File: src/rtl/pss_pkg.sv
`timescale 1ns / 1ps
// shared types and constants of the paired sample statistics block
package pss_pkg;

   localparam int SAMPLE_BITS    = 16;
   localparam int COUNT_BITS     = 17;
   localparam logic [COUNT_BITS-1:0] MAX_SAMPLES = 17'h10000;

   // operand widths of the shared iterative arithmetic unit
   localparam int ARG_BITS       = 144;
   localparam int DIVISOR_BITS   = 128;

   localparam int QUEUE_DEPTH    = 2;
   localparam int QUEUE_PTR_BITS = 1;

   typedef struct packed {
      logic signed [SAMPLE_BITS-1:0] sample_x;
      logic signed [SAMPLE_BITS-1:0] sample_y;
      logic                          last_sample;
   } req_type;

   typedef struct packed {
      logic [COUNT_BITS-1:0]         sample_count;
      logic signed [SAMPLE_BITS-1:0] min_x;
      logic signed [SAMPLE_BITS-1:0] max_x;
      logic signed [SAMPLE_BITS-1:0] min_y;
      logic signed [SAMPLE_BITS-1:0] max_y;
      logic signed [23:0]            mean_x;
      logic [15:0]                   r_squared;
      logic                          corr_undefined;
      logic [38:0]                   variance_y;
      logic [24:0]                   std_dev_y;
      logic signed [31:0]            coef_variation;
      logic [54:0]                   total_sum_squares;
   } rsp_type;

   // accumulated sums and extremes of one data set
   typedef struct packed {
      logic [COUNT_BITS-1:0]         count;
      logic signed [32:0]            sum_x;
      logic signed [32:0]            sum_y;
      logic [46:0]                   sum_x_sq;
      logic [46:0]                   sum_y_sq;
      logic signed [47:0]            sum_xy;
      logic signed [SAMPLE_BITS-1:0] lowest_x;
      logic signed [SAMPLE_BITS-1:0] highest_x;
      logic signed [SAMPLE_BITS-1:0] lowest_y;
      logic signed [SAMPLE_BITS-1:0] highest_y;
   } snap_type;

   typedef enum logic [1:0] {
      OP_MUL  = 2'd0,
      OP_DIV  = 2'd1,
      OP_SQRT = 2'd2
   } arith_op_type;

   typedef struct packed {
      logic         start;
      arith_op_type op;
   } arith_ctl_type;

   typedef struct packed {
      logic busy;
      logic done;
   } arith_sts_type;

endpackage

File: src/rtl/pss_back.sv
`timescale 1ns / 1ps
// back end: sequences the final statistics of one set through the shared unit
module pss_back import pss_pkg::*; (
   input  logic                     clock,
   input  logic                     reset,
   input  logic                     q_empty,
   input  snap_type                 q_data,
   output logic                     q_pop,
   output arith_ctl_type            ctl,
   output logic [ARG_BITS-1:0]      opa,
   output logic [DIVISOR_BITS-1:0]  opb,
   input  arith_sts_type            sts,
   input  logic [ARG_BITS-1:0]      result,
   output logic                     rsp_valid,
   input  logic                     rsp_ready,
   output rsp_type                  rsp_data
);

   localparam logic [31:0] CV_MAX = 32'h7FFF_FFFF;
   localparam logic [31:0] CV_MIN = 32'h8000_0000;

   typedef enum logic [3:0] {
      ST_IDLE  = 4'b0001,
      ST_ISSUE = 4'b0010,
      ST_WAIT  = 4'b0100,
      ST_EMIT  = 4'b1000
   } state_type;

   typedef enum logic [3:0] {
      MUL_N_SXY  = 4'd0,
      MUL_SX_SY  = 4'd1,
      MUL_N_SXX  = 4'd2,
      MUL_SX_SX  = 4'd3,
      MUL_N_SYY  = 4'd4,
      MUL_SY_SY  = 4'd5,
      MUL_NUM_SQ = 4'd6,
      MUL_DX_DY  = 4'd7,
      DIV_R2     = 4'd8,
      MUL_N_N    = 4'd9,
      DIV_VAR    = 4'd10,
      SQRT_SD    = 4'd11,
      MUL_SD_N   = 4'd12,
      DIV_CV     = 4'd13,
      DIV_MX     = 4'd14,
      MUL_N_VAR  = 4'd15
   } step_type;

   state_type state_ff, state_in;
   step_type  step_ff, step_in;
   snap_type  snap_ff, snap_in;
   logic signed [63:0] p1_ff, p1_in;
   logic [62:0]  num_ff, num_in, da_ff, da_in, dx_ff, dx_in, dy_ff, dy_in;
   logic [125:0] nn_ff, nn_in, dd_ff, dd_in;
   logic [15:0]  r2_ff, r2_in;
   logic [32:0]  n2_ff, n2_in;
   logic [38:0]  var_ff, var_in;
   logic [24:0]  sd_ff, sd_in;
   logic [40:0]  t_ff, t_in;
   logic [31:0]  cv_ff, cv_in;
   logic [23:0]  mx_ff, mx_in;
   logic [54:0]  tss_ff, tss_in;
   logic         rsp_valid_ff, rsp_valid_in;
   rsp_type      rsp_data_ff, rsp_data_in;

   logic sx_neg, sy_neg, sxy_neg, bad, out_free;
   logic [31:0] sxm, sym;
   logic [46:0] sxym;
   logic [63:0] prod, quot;
   logic signed [63:0] prod_s;
   logic signed [64:0] diff;
   logic [64:0] diff_mag;
   logic [62:0] res_lo;

   always_comb begin
      sx_neg  = snap_ff.sum_x[32];
      sy_neg  = snap_ff.sum_y[32];
      sxy_neg = snap_ff.sum_xy[47];
      sxm     = sx_neg ? 32'(33'd0 - snap_ff.sum_x) : snap_ff.sum_x[31:0];
      sym     = sy_neg ? 32'(33'd0 - snap_ff.sum_y) : snap_ff.sum_y[31:0];
      sxym    = sxy_neg ? 47'(48'd0 - snap_ff.sum_xy) : snap_ff.sum_xy[46:0];
      bad     = dx_ff == '0 || dy_ff == '0;
      res_lo  = result[62:0];
      prod    = {1'b0, res_lo};
      prod_s  = (sx_neg ^ sy_neg) ? $signed(64'd0 - prod) : $signed(prod);
      diff    = 65'(p1_ff) - 65'(prod_s);
      diff_mag = diff[64] ? 65'd0 - diff : diff;
      quot    = result[63:0];
      out_free = !rsp_valid_ff || rsp_ready;
   end

   // operand routing for the current step
   always_comb begin
      ctl.start = state_ff == ST_ISSUE;
      ctl.op    = OP_MUL;
      opa       = '0;
      opb       = '0;
      case (step_ff)
         MUL_N_SXY: begin
            opa = ARG_BITS'(snap_ff.count);
            opb = DIVISOR_BITS'(sxym);
         end
         MUL_SX_SY: begin
            opa = ARG_BITS'(sxm);
            opb = DIVISOR_BITS'(sym);
         end
         MUL_N_SXX: begin
            opa = ARG_BITS'(snap_ff.count);
            opb = DIVISOR_BITS'(snap_ff.sum_x_sq);
         end
         MUL_SX_SX: begin
            opa = ARG_BITS'(sxm);
            opb = DIVISOR_BITS'(sxm);
         end
         MUL_N_SYY: begin
            opa = ARG_BITS'(snap_ff.count);
            opb = DIVISOR_BITS'(snap_ff.sum_y_sq);
         end
         MUL_SY_SY: begin
            opa = ARG_BITS'(sym);
            opb = DIVISOR_BITS'(sym);
         end
         MUL_NUM_SQ: begin
            opa = ARG_BITS'(num_ff);
            opb = DIVISOR_BITS'(num_ff);
         end
         MUL_DX_DY: begin
            opa = ARG_BITS'(dx_ff);
            opb = DIVISOR_BITS'(dy_ff);
         end
         DIV_R2: begin
            ctl.op = OP_DIV;
            opa    = ARG_BITS'(nn_ff) << 15;
            opb    = DIVISOR_BITS'(dd_ff);
         end
         MUL_N_N: begin
            opa = ARG_BITS'(snap_ff.count);
            opb = DIVISOR_BITS'(snap_ff.count);
         end
         DIV_VAR: begin
            ctl.op = OP_DIV;
            opa    = ARG_BITS'(dy_ff) << 8;
            opb    = DIVISOR_BITS'(n2_ff);
         end
         SQRT_SD: begin
            ctl.op = OP_SQRT;
            opa    = ARG_BITS'(var_ff) << 8;
         end
         MUL_SD_N: begin
            opa = ARG_BITS'(sd_ff);
            opb = DIVISOR_BITS'(snap_ff.count);
         end
         DIV_CV: begin
            ctl.op = OP_DIV;
            opa    = ARG_BITS'(t_ff) << 8;
            opb    = DIVISOR_BITS'(sym);
         end
         DIV_MX: begin
            ctl.op = OP_DIV;
            opa    = ARG_BITS'(sxm) << 8;
            opb    = DIVISOR_BITS'(snap_ff.count);
         end
         MUL_N_VAR: begin
            opa = ARG_BITS'(snap_ff.count);
            opb = DIVISOR_BITS'(var_ff);
         end
         default: begin
            opa = '0;
         end
      endcase
   end

   always_comb begin
      state_in     = state_ff;
      step_in      = step_ff;
      snap_in      = snap_ff;
      p1_in        = p1_ff;
      num_in       = num_ff;
      da_in        = da_ff;
      dx_in        = dx_ff;
      dy_in        = dy_ff;
      nn_in        = nn_ff;
      dd_in        = dd_ff;
      r2_in        = r2_ff;
      n2_in        = n2_ff;
      var_in       = var_ff;
      sd_in        = sd_ff;
      t_in         = t_ff;
      cv_in        = cv_ff;
      mx_in        = mx_ff;
      tss_in       = tss_ff;
      rsp_data_in  = rsp_data_ff;
      rsp_valid_in = rsp_valid_ff && !rsp_ready;
      q_pop        = 1'b0;
      case (state_ff)
         ST_IDLE: begin
            if (!q_empty) begin
               q_pop    = 1'b1;
               snap_in  = q_data;
               step_in  = MUL_N_SXY;
               state_in = ST_ISSUE;
            end
         end
         ST_ISSUE: begin
            state_in = ST_WAIT;
         end
         ST_WAIT: begin
            if (sts.done) begin
               case (step_ff)
                  MUL_N_SXY:  p1_in = sxy_neg ? $signed(64'd0 - prod) : $signed(prod);
                  MUL_SX_SY:  num_in = diff_mag[62:0];
                  MUL_N_SXX:  da_in = res_lo;
                  MUL_SX_SX:  dx_in = res_lo > da_ff ? '0 : da_ff - res_lo;
                  MUL_N_SYY:  da_in = res_lo;
                  MUL_SY_SY:  dy_in = res_lo > da_ff ? '0 : da_ff - res_lo;
                  MUL_NUM_SQ: nn_in = result[125:0];
                  MUL_DX_DY:  dd_in = result[125:0];
                  DIV_R2:     r2_in = bad ? '0 : result[15:0];
                  MUL_N_N:    n2_in = result[32:0];
                  DIV_VAR:    var_in = result[38:0];
                  SQRT_SD:    sd_in = result[24:0];
                  MUL_SD_N:   t_in = result[40:0];
                  DIV_CV: begin
                     if (snap_ff.sum_y == '0) begin
                        cv_in = CV_MAX;
                     end else if (sy_neg) begin
                        cv_in = quot > 64'(CV_MIN) ? CV_MIN : 32'(64'd0 - quot);
                     end else begin
                        cv_in = quot > 64'(CV_MAX) ? CV_MAX : quot[31:0];
                     end
                  end
                  DIV_MX:     mx_in = sx_neg ? 24'd0 - result[23:0] : result[23:0];
                  MUL_N_VAR:  tss_in = result[54:0];
                  default:    tss_in = tss_ff;
               endcase
               if (step_ff == MUL_N_VAR) begin
                  state_in = ST_EMIT;
               end else begin
                  step_in  = step_type'(step_ff + 4'd1);
                  state_in = ST_ISSUE;
               end
            end
         end
         ST_EMIT: begin
            if (out_free) begin
               rsp_valid_in                  = 1'b1;
               rsp_data_in.sample_count      = snap_ff.count;
               rsp_data_in.min_x             = snap_ff.lowest_x;
               rsp_data_in.max_x             = snap_ff.highest_x;
               rsp_data_in.min_y             = snap_ff.lowest_y;
               rsp_data_in.max_y             = snap_ff.highest_y;
               rsp_data_in.mean_x            = mx_ff;
               rsp_data_in.r_squared         = r2_ff;
               rsp_data_in.corr_undefined    = bad;
               rsp_data_in.variance_y        = var_ff;
               rsp_data_in.std_dev_y         = sd_ff;
               rsp_data_in.coef_variation    = cv_ff;
               rsp_data_in.total_sum_squares = tss_ff;
               state_in                      = ST_IDLE;
            end
         end
         default: begin
            state_in = ST_IDLE;
         end
      endcase
      rsp_valid = rsp_valid_ff;
      rsp_data  = rsp_data_ff;
   end

   always_ff @(posedge clock) begin
      step_ff     <= step_in;
      snap_ff     <= snap_in;
      p1_ff       <= p1_in;
      num_ff      <= num_in;
      da_ff       <= da_in;
      dx_ff       <= dx_in;
      dy_ff       <= dy_in;
      nn_ff       <= nn_in;
      dd_ff       <= dd_in;
      r2_ff       <= r2_in;
      n2_ff       <= n2_in;
      var_ff      <= var_in;
      sd_ff       <= sd_in;
      t_ff        <= t_in;
      cv_ff       <= cv_in;
      mx_ff       <= mx_in;
      tss_ff      <= tss_in;
      rsp_data_ff <= rsp_data_in;
   end

   always_ff @(posedge clock) begin
      if (reset) begin
         state_ff     <= ST_IDLE;
         rsp_valid_ff <= 1'b0;
      end else begin
         state_ff     <= state_in;
         rsp_valid_ff <= rsp_valid_in;
      end
   end

`ifndef SYNTHESIS
   a_start_idle: assert property (@(posedge clock) disable iff (reset)
      ctl.start |-> !sts.busy) else $error("unit started while busy");
   a_pop_nonempty: assert property (@(posedge clock) disable iff (reset)
      q_pop |-> !q_empty) else $error("pop from empty queue");
   a_done_waiting: assert property (@(posedge clock) disable iff (reset)
      sts.done |-> state_ff == ST_WAIT) else $error("result outside wait state");
   a_emit_idle: assert property (@(posedge clock) disable iff (reset)
      (state_ff == ST_EMIT && out_free) |=> (rsp_valid_ff && state_ff == ST_IDLE))
      else $error("emit did not load result");
`endif

endmodule

File: config.mk
export PLATFORM = sky130hd
export DESIGN_NAME = pss_back
export DESIGN_NICKNAME = d
export VERILOG_FILES = /design/src/rtl/pss_pkg.sv /design/src/rtl/pss_back.sv
export SDC_FILE = /design/constraint.sdc
export NUM_CORES = 2
export LEC_CHECK = 0
export ABC_AREA = 1
export CAP_MARGIN = 20
export CORE_AREA = 2 2 384 386
export DETAILED_ROUTE_END_ITERATION = 6
export DIE_AREA = 0 0 386 388
export DONT_BUFFER_PORTS = 1
export GPL_TIMING_DRIVEN = 1
export PLACE_DENSITY = 0.62
export SKIP_LAST_GASP = 1
export SYNTH_ARGS = -nofsm -noshare
export SYNTH_HDL_FRONTEND = slang
export SYNTH_SLANG_ARGS = --single-unit
export TNS_END_PERCENT = 5
File: constraint.sdc
create_clock -name clock -period 29.8 [get_ports clock]
set_clock_uncertainty 0.2 [all_clocks]
set_input_delay 1.49 -clock clock [delete_from_list [all_inputs] [get_ports clock]]
set_output_delay 1.49 -clock clock [all_outputs]
set_load 0.05 [all_outputs]
[Yosys cells after proc, flatten, opt, wreduce, memory -nomap -nowiden]
Index checks and enable logic that the tools add are counted.
Storage, ports and cells
  register bits: 1404
  input bits: 439
  output and inout port bits: 550
  logic and storage cells: 141
Operators by class
  add/subtract/negate cells: 10
  $lt $le $gt $ge: 3
  equality and inequality tests: 23
  mux-type cells: 27
  bitwise operators: 2
  reduce and logical (&&, ||, !) cells: 35
Operator list (count)
  144-bit one-hot mux with 11 select lines: 1
  126-bit one-hot mux with 11 select lines: 1
  63-bit two-way mux: 3
  32-bit two-way mux: 5
  63-bit logical NOT: 2
  1-bit by 32-bit subtractor with 32-bit output (first input constant): 3
  64-bit by 64-bit subtractor with 65-bit output: 1
  64-bit by 31-bit greater-than comparator with 1-bit output (second input constant): 1
  64-bit by 32-bit greater-than comparator with 1-bit output (second input constant): 1
  64-bit two-way mux: 1
  1-bit by 63-bit subtractor with 64-bit output (first input constant): 1
  63-bit greater-than comparator: 1
  1-bit by 63-bit subtractor with 63-bit output (first input constant): 1
  63-bit subtractor: 1
  3-bit AND reduction: 16
  47-bit two-way mux: 1
  1-bit by 47-bit subtractor with 47-bit output (first input constant): 1
  4-bit equality test (second input constant): 9
  33-bit logical NOT: 1
  4-bit two-way mux: 7
  24-bit two-way mux: 1
  1-bit by 24-bit subtractor with 24-bit output (first input constant): 1
  4-bit by 3-bit equality test with 1-bit output (second input constant): 5
  4-bit one-hot mux with 4 select lines: 1
  other kinds (20): 34

[Logic depth before layout (Yosys ltp)]
  word-level depth: 5
  mapped depth: 39
  mapped depth without buffers: 39

[Worst setup path before layout]
No wires, ideal clock.
  path kind: input-to-reg
  start: input rsp_ready
  end: register rsp_data_ff (netlist bit rsp_data[0]) (enable)
  setup time: 1000 ps
  arrival time: 14648 ps
  required time: 28600 ps
  slack: 13953 ps
  stages on the path: 2
  path buffers: 0
  cell sequence: inv_1 a21oi_1
On the way
  cells in the longest elaborated chain, start to end: 2
Ends and longest elaborated chain
  start, declared: line pss_back.sv:15  | input logic rsp_ready,
  1-bit logical OR: line pss_back.sv:88  | out_free = !rsp_valid_ff || rsp_ready;
  2-bit AND reduction (no source line)
  end signal, assigned: line pss_back.sv:287  | rsp_data_ff <= rsp_data_in;
  end, declared: line pss_back.sv:63  | rsp_type rsp_data_ff, rsp_data_in;
No other way between the ends.
A chain may end at the register's enable or synchronous reset.

[Worst setup path in the final report]
  start: input result[1]
  end: register num_ff[38] (data pin)
On the way
  cells in the longest elaborated chain, start to end: 5
Ends and longest elaborated chain
  start, declared: line pss_back.sv:13  | input logic [ARG_BITS-1:0] result,
  1-bit by 63-bit subtractor with 64-bit output: line pss_back.sv:84  | prod_s = (sx_neg ^ sy_neg) ? $signed(64'd0 - prod) : $signed(prod);
  64-bit two-way mux (*): line pss_back.sv:84
  64-bit by 64-bit subtractor with 65-bit output (*): line pss_back.sv:85  | diff = 65'(p1_ff) - 65'(prod_s);
  1-bit by 63-bit subtractor with 63-bit output: line pss_back.sv:86  | diff_mag = diff[64] ? 65'd0 - diff : diff;
  63-bit two-way mux (*): line pss_back.sv:86
  net diff_mag[38]: line pss_back.sv:71  | logic [64:0] diff_mag;
  end signal, assigned: line pss_back.sv:273  | num_ff <= num_in;
  end, declared: line pss_back.sv:52  | logic [62:0] num_ff, num_in, da_ff, da_in, dx_ff, dx_in, dy_ff, dy_in;
Mark *: on every way through the listed nets, which the timed path passes. The rest lies on a longest branch.

==> run_results.csv <==
group,metric,value,unit
run_status,status,"finished, violations left",
run_status,violations,"design-rule violations",
min_path,min_path_type,"flop to flop",
detailed_routing,detail-route-antenna-nets,0,
grt,grt.overflow.total,0,
layout,syn_to_final_growth,12.08,%
synthesis,synth_cell_type_count,70,
clock_network,path_clk_slew,0.06,ns
critical_path,cp.arrival,7.96,ns
clock_network,clock_latency,0.79,ns
critical_path,worstPathRequired,30.10,ns
grt,grt_first_pass_wirelength,414200,µm
placement,port-buffer-count,0,
timing,worst_pin_slew,1.227,ns
synthesis,ys_seq_elements,1404,
clock_network,cts_hold_buffers,0,
layout,ff_latch_area,0.04211,mm²
critical_path,regToRegEndpoint,"num_ff[44]",
clock_network,cts_buffers,150,
grt,grt_max_degree,169,
grt,grt_use_total,40.47,%
timing,fin_crit,7.659,ns
layout,fillers,13050,
synthesis,synthArstFlopShare,0,%
placement,place.gp.congestion,1.019,
clock_network,ctsResizeCount,0,
floorplan,die_h,388,µm
synthesis,synth_largest_area_cell,"edfxtp_1",
timing,setup_viol,0,
critical_path,critPathCaptureType,"flop",
flow_run,drv_cap,0,
detailed_routing,drtPass1Iterations,7,
detailed_routing,routedWlPerCell,34.42,µm
floorplan,core_area,0.1452,mm²
synthesis,synthFlopType,"edfxtp_1",
synthesis,synth_top_area_share,61.23,%
min_path,hp-start,"cv_ff[1]",
floorplan,die_x,386,µm
clock_network,cts_sinks,1404,
synthesis,synth_cells,6864,
placement,place_hpwl,242200,µm
floorplan,die_area,0.1498,mm²
clock_network,cts-root-buf,"clkbuf_16",
synthesis,synth_most_common_cell,"nand2_1",
floorplan,floorplan.initialDensity,47.25,%
critical_path,crit_type,"input pin to flop",
critical_path,worst_path_most_repeated_cell,"nand2_1",
synthesis,yosys-top-cells-area,"edfxtp_1 61%, nand2_1 9.1%, inv_1 5.0%",
critical_path,worstReg2RegStart,"snap_ff[238]",
clock_network,cts_tree,"done",
critical_path,startpoint,"result[1]",
detailed_routing,vias,55040,
timing,fin_tns_setup,0,ns
critical_path,endpoint,"num_ff[38]",
synthesis,synth.avg_cell_area,9.995,µm²
grt,grt_pass1_vias,50570,
clock_network,clk_path_buf_depth,3,
critical_path,worst_path_largest_cell_delay,0.61,ns
timing,maxSlewViolCount,0,
critical_path,cp-start-kind,"input pin",
detailed_routing,via_per_inst,6.085,
synthesis,synth_area,0.06861,mm²
detailed_routing,drt_iter0_markers,8282,
grt,antenna_found_initial,83,
layout,fin_nets,7528,
clock_network,cts_setup_buffers,0,
critical_path,rr_worst_depth,23,
layout,drive_gt1_share,7.513,%
synthesis,seq_area_frac_synth,61.38,%
critical_path,crit_fanout,59,
critical_path,cp_slowest_cell,"nor4_1",
synthesis,synth_edf_count,1399,
timing,period_share,25.70,%
detailed_routing,wirelength,311400,µm
layout,multi_input_area,0.02256,mm²
floorplan,rows,140,
timing,hold_viol_final,0,
placement,placed_cells,8716,
power,p_leak,29.68,nW
layout,fin_cells,9045,
timing,grt_setup_unrepaired,"no",
floorplan,ioPinCount,989,
power,vdd_drop_max,0.04388,mV
detailed_routing,route.detailed.drc,2,
power,powerDensity,76.94,mW/mm²
timing,max_freq,130.6,MHz
timing,maxSlewHeadroom,17.94,%
clock_network,ctsHtreeMaxLevel,4,
synthesis,synth_common_cells,"1660 x nand2_1, 1399 x edfxtp_1, 921 x inv_1",
synthesis,yosysWarningCount,0,
critical_path,r2r_slack,23.31,ns
## area by class of cell
class | instances | area share (%)
flip-flops and latches | 1404 | 54.76
multi-input cells | 4333 | 29.34
clock buffers | 168 | 4.997
inverters | 947 | 4.627
well taps | 1917 | 3.119
clock inverters | 101 | 1.669
repair buffers | 115 | 1.292
diodes | 60 | 0.1953
## stage by stage
stage | setup slack [ns] | total power [mW] | area, µm² | hold WS [ns] | utilization, %
2_1_floorplan | 13.95 | 3.412 | 68620 | 0.2003 | -
3_3_place_gp | 21.59 | 3.935 | 71540 | 0.2003 | 49.27
3_5_place_dp | 21.50 | 3.950 | 71620 | 0.2045 | 49.32
4_1_cts | 22.32 | 5.887 | 76750 | 0.2086 | 52.85
5_1_grt | 21.86 | 6.064 | 76760 | 0.2179 | 52.86
6_report | 22.14 | 5.917 | 76900 | 0.2114 | 52.95
## per-layer routing
metal  routed length, µm  track usage (%)  vias to the layer above
met5                 212                0                        -
li1                    -                -                    23690
met1              118800            53.79                    27020
met3               37750            10.95                      622
met4               16900            18.46                       30
met2              137700            61.75                     3680
## registers in the layout (all words and copies together) (netlist names), 16 cells and up
| register | flops |
|---|---|
| dx_ff | 63 |
| t_ff | 41 |
| dd_ff | 126 |
| sd_ff | 25 |
| cv_ff | 32 |
| da_ff | 63 |
| dy_ff | 63 |
| mx_ff | 24 |
| nn_ff | 126 |
| rsp_data | 273 |
| p1_ff | 64 |
| r2_ff | 16 |
| var_ff | 39 |
| tss_ff | 55 |
| snap_ff | 289 |
| n2_ff | 33 |
| num_ff | 63 |
## layout by cell type, fill, tap and decap left out, types with 21 or more instances in the layout
master        n
a21oi_1     230
a221oi_1     77
a31oi_1      27
buf_4        88
buf_6        22
bufinv_16    21
clkbuf_16   151
clkinv_1     34
clkinv_2     21
diode_2      60
edfxtp_1   1399
ha_1        136
inv_1       919
nand2_1    1659
nand2_2      34
nand3_1     244
nand4_1     111
nor2_1      723
nor2_2       41
nor2_4       29
nor3_1       83
nor4_1       67
o2111ai_1    32
o211ai_1     31
o21ai_0     319
o21ai_1      21
o221ai_1     27
xnor2_1      58
xor2_1      146
## worst max-delay path, delay by kind of cell
kind                       cells  cell delay (ns)
AOI/OAI and AO/OA              4             0.93
xor gates and xnor gates       2             0.38
adders and majority gates      2             0.82
buffers and inverters          6             1.29
and+or+nand+nor               15             2.90
## report_power, final
part / switching [mW] / internal, mW
clock: 0.835 / 1.12
sequential: 0.0662 / 2.27
combinational: 1.30 / 0.322
total: 2.20 / 3.72
## worst min-delay path by stage
| stage | endpoint | depth (start not counted) | slack [ns] |
|---|---|---|---|
| 2_1_floorplan | rsp_data[0] | 0 | 0.20 |
| 3_3_place_gp | rsp_data[212] | 0 | 0.20 |
| 3_5_place_dp | rsp_data[15] | 0 | 0.20 |
| 4_1_cts | rsp_data[10] | 0 | 0.21 |
| 5_1_grt | rsp_data[69] | 0 | 0.22 |
| 6_report | rsp_data[56] | 0 | 0.21 |
## cells by family (layout without fill, tap and decap cells)
family | after synthesis | count (layout) | synth area share, %
and+or+nand+nor | 3060 | 3060 | 18.81
DFF | 1404 | 1404 | 61.38
buffers and inverters | 1131 | 1331 | 6.268
AOI/OAI and AO/OA | 926 | 926 | 8.391
xor gates and xnor gates | 204 | 204 | 2.604
adders and majority gates | 138 | 138 | 2.539
other | 1 | 65 | 0.005466
No activity file was read; power rests on OpenSTA's default activity.
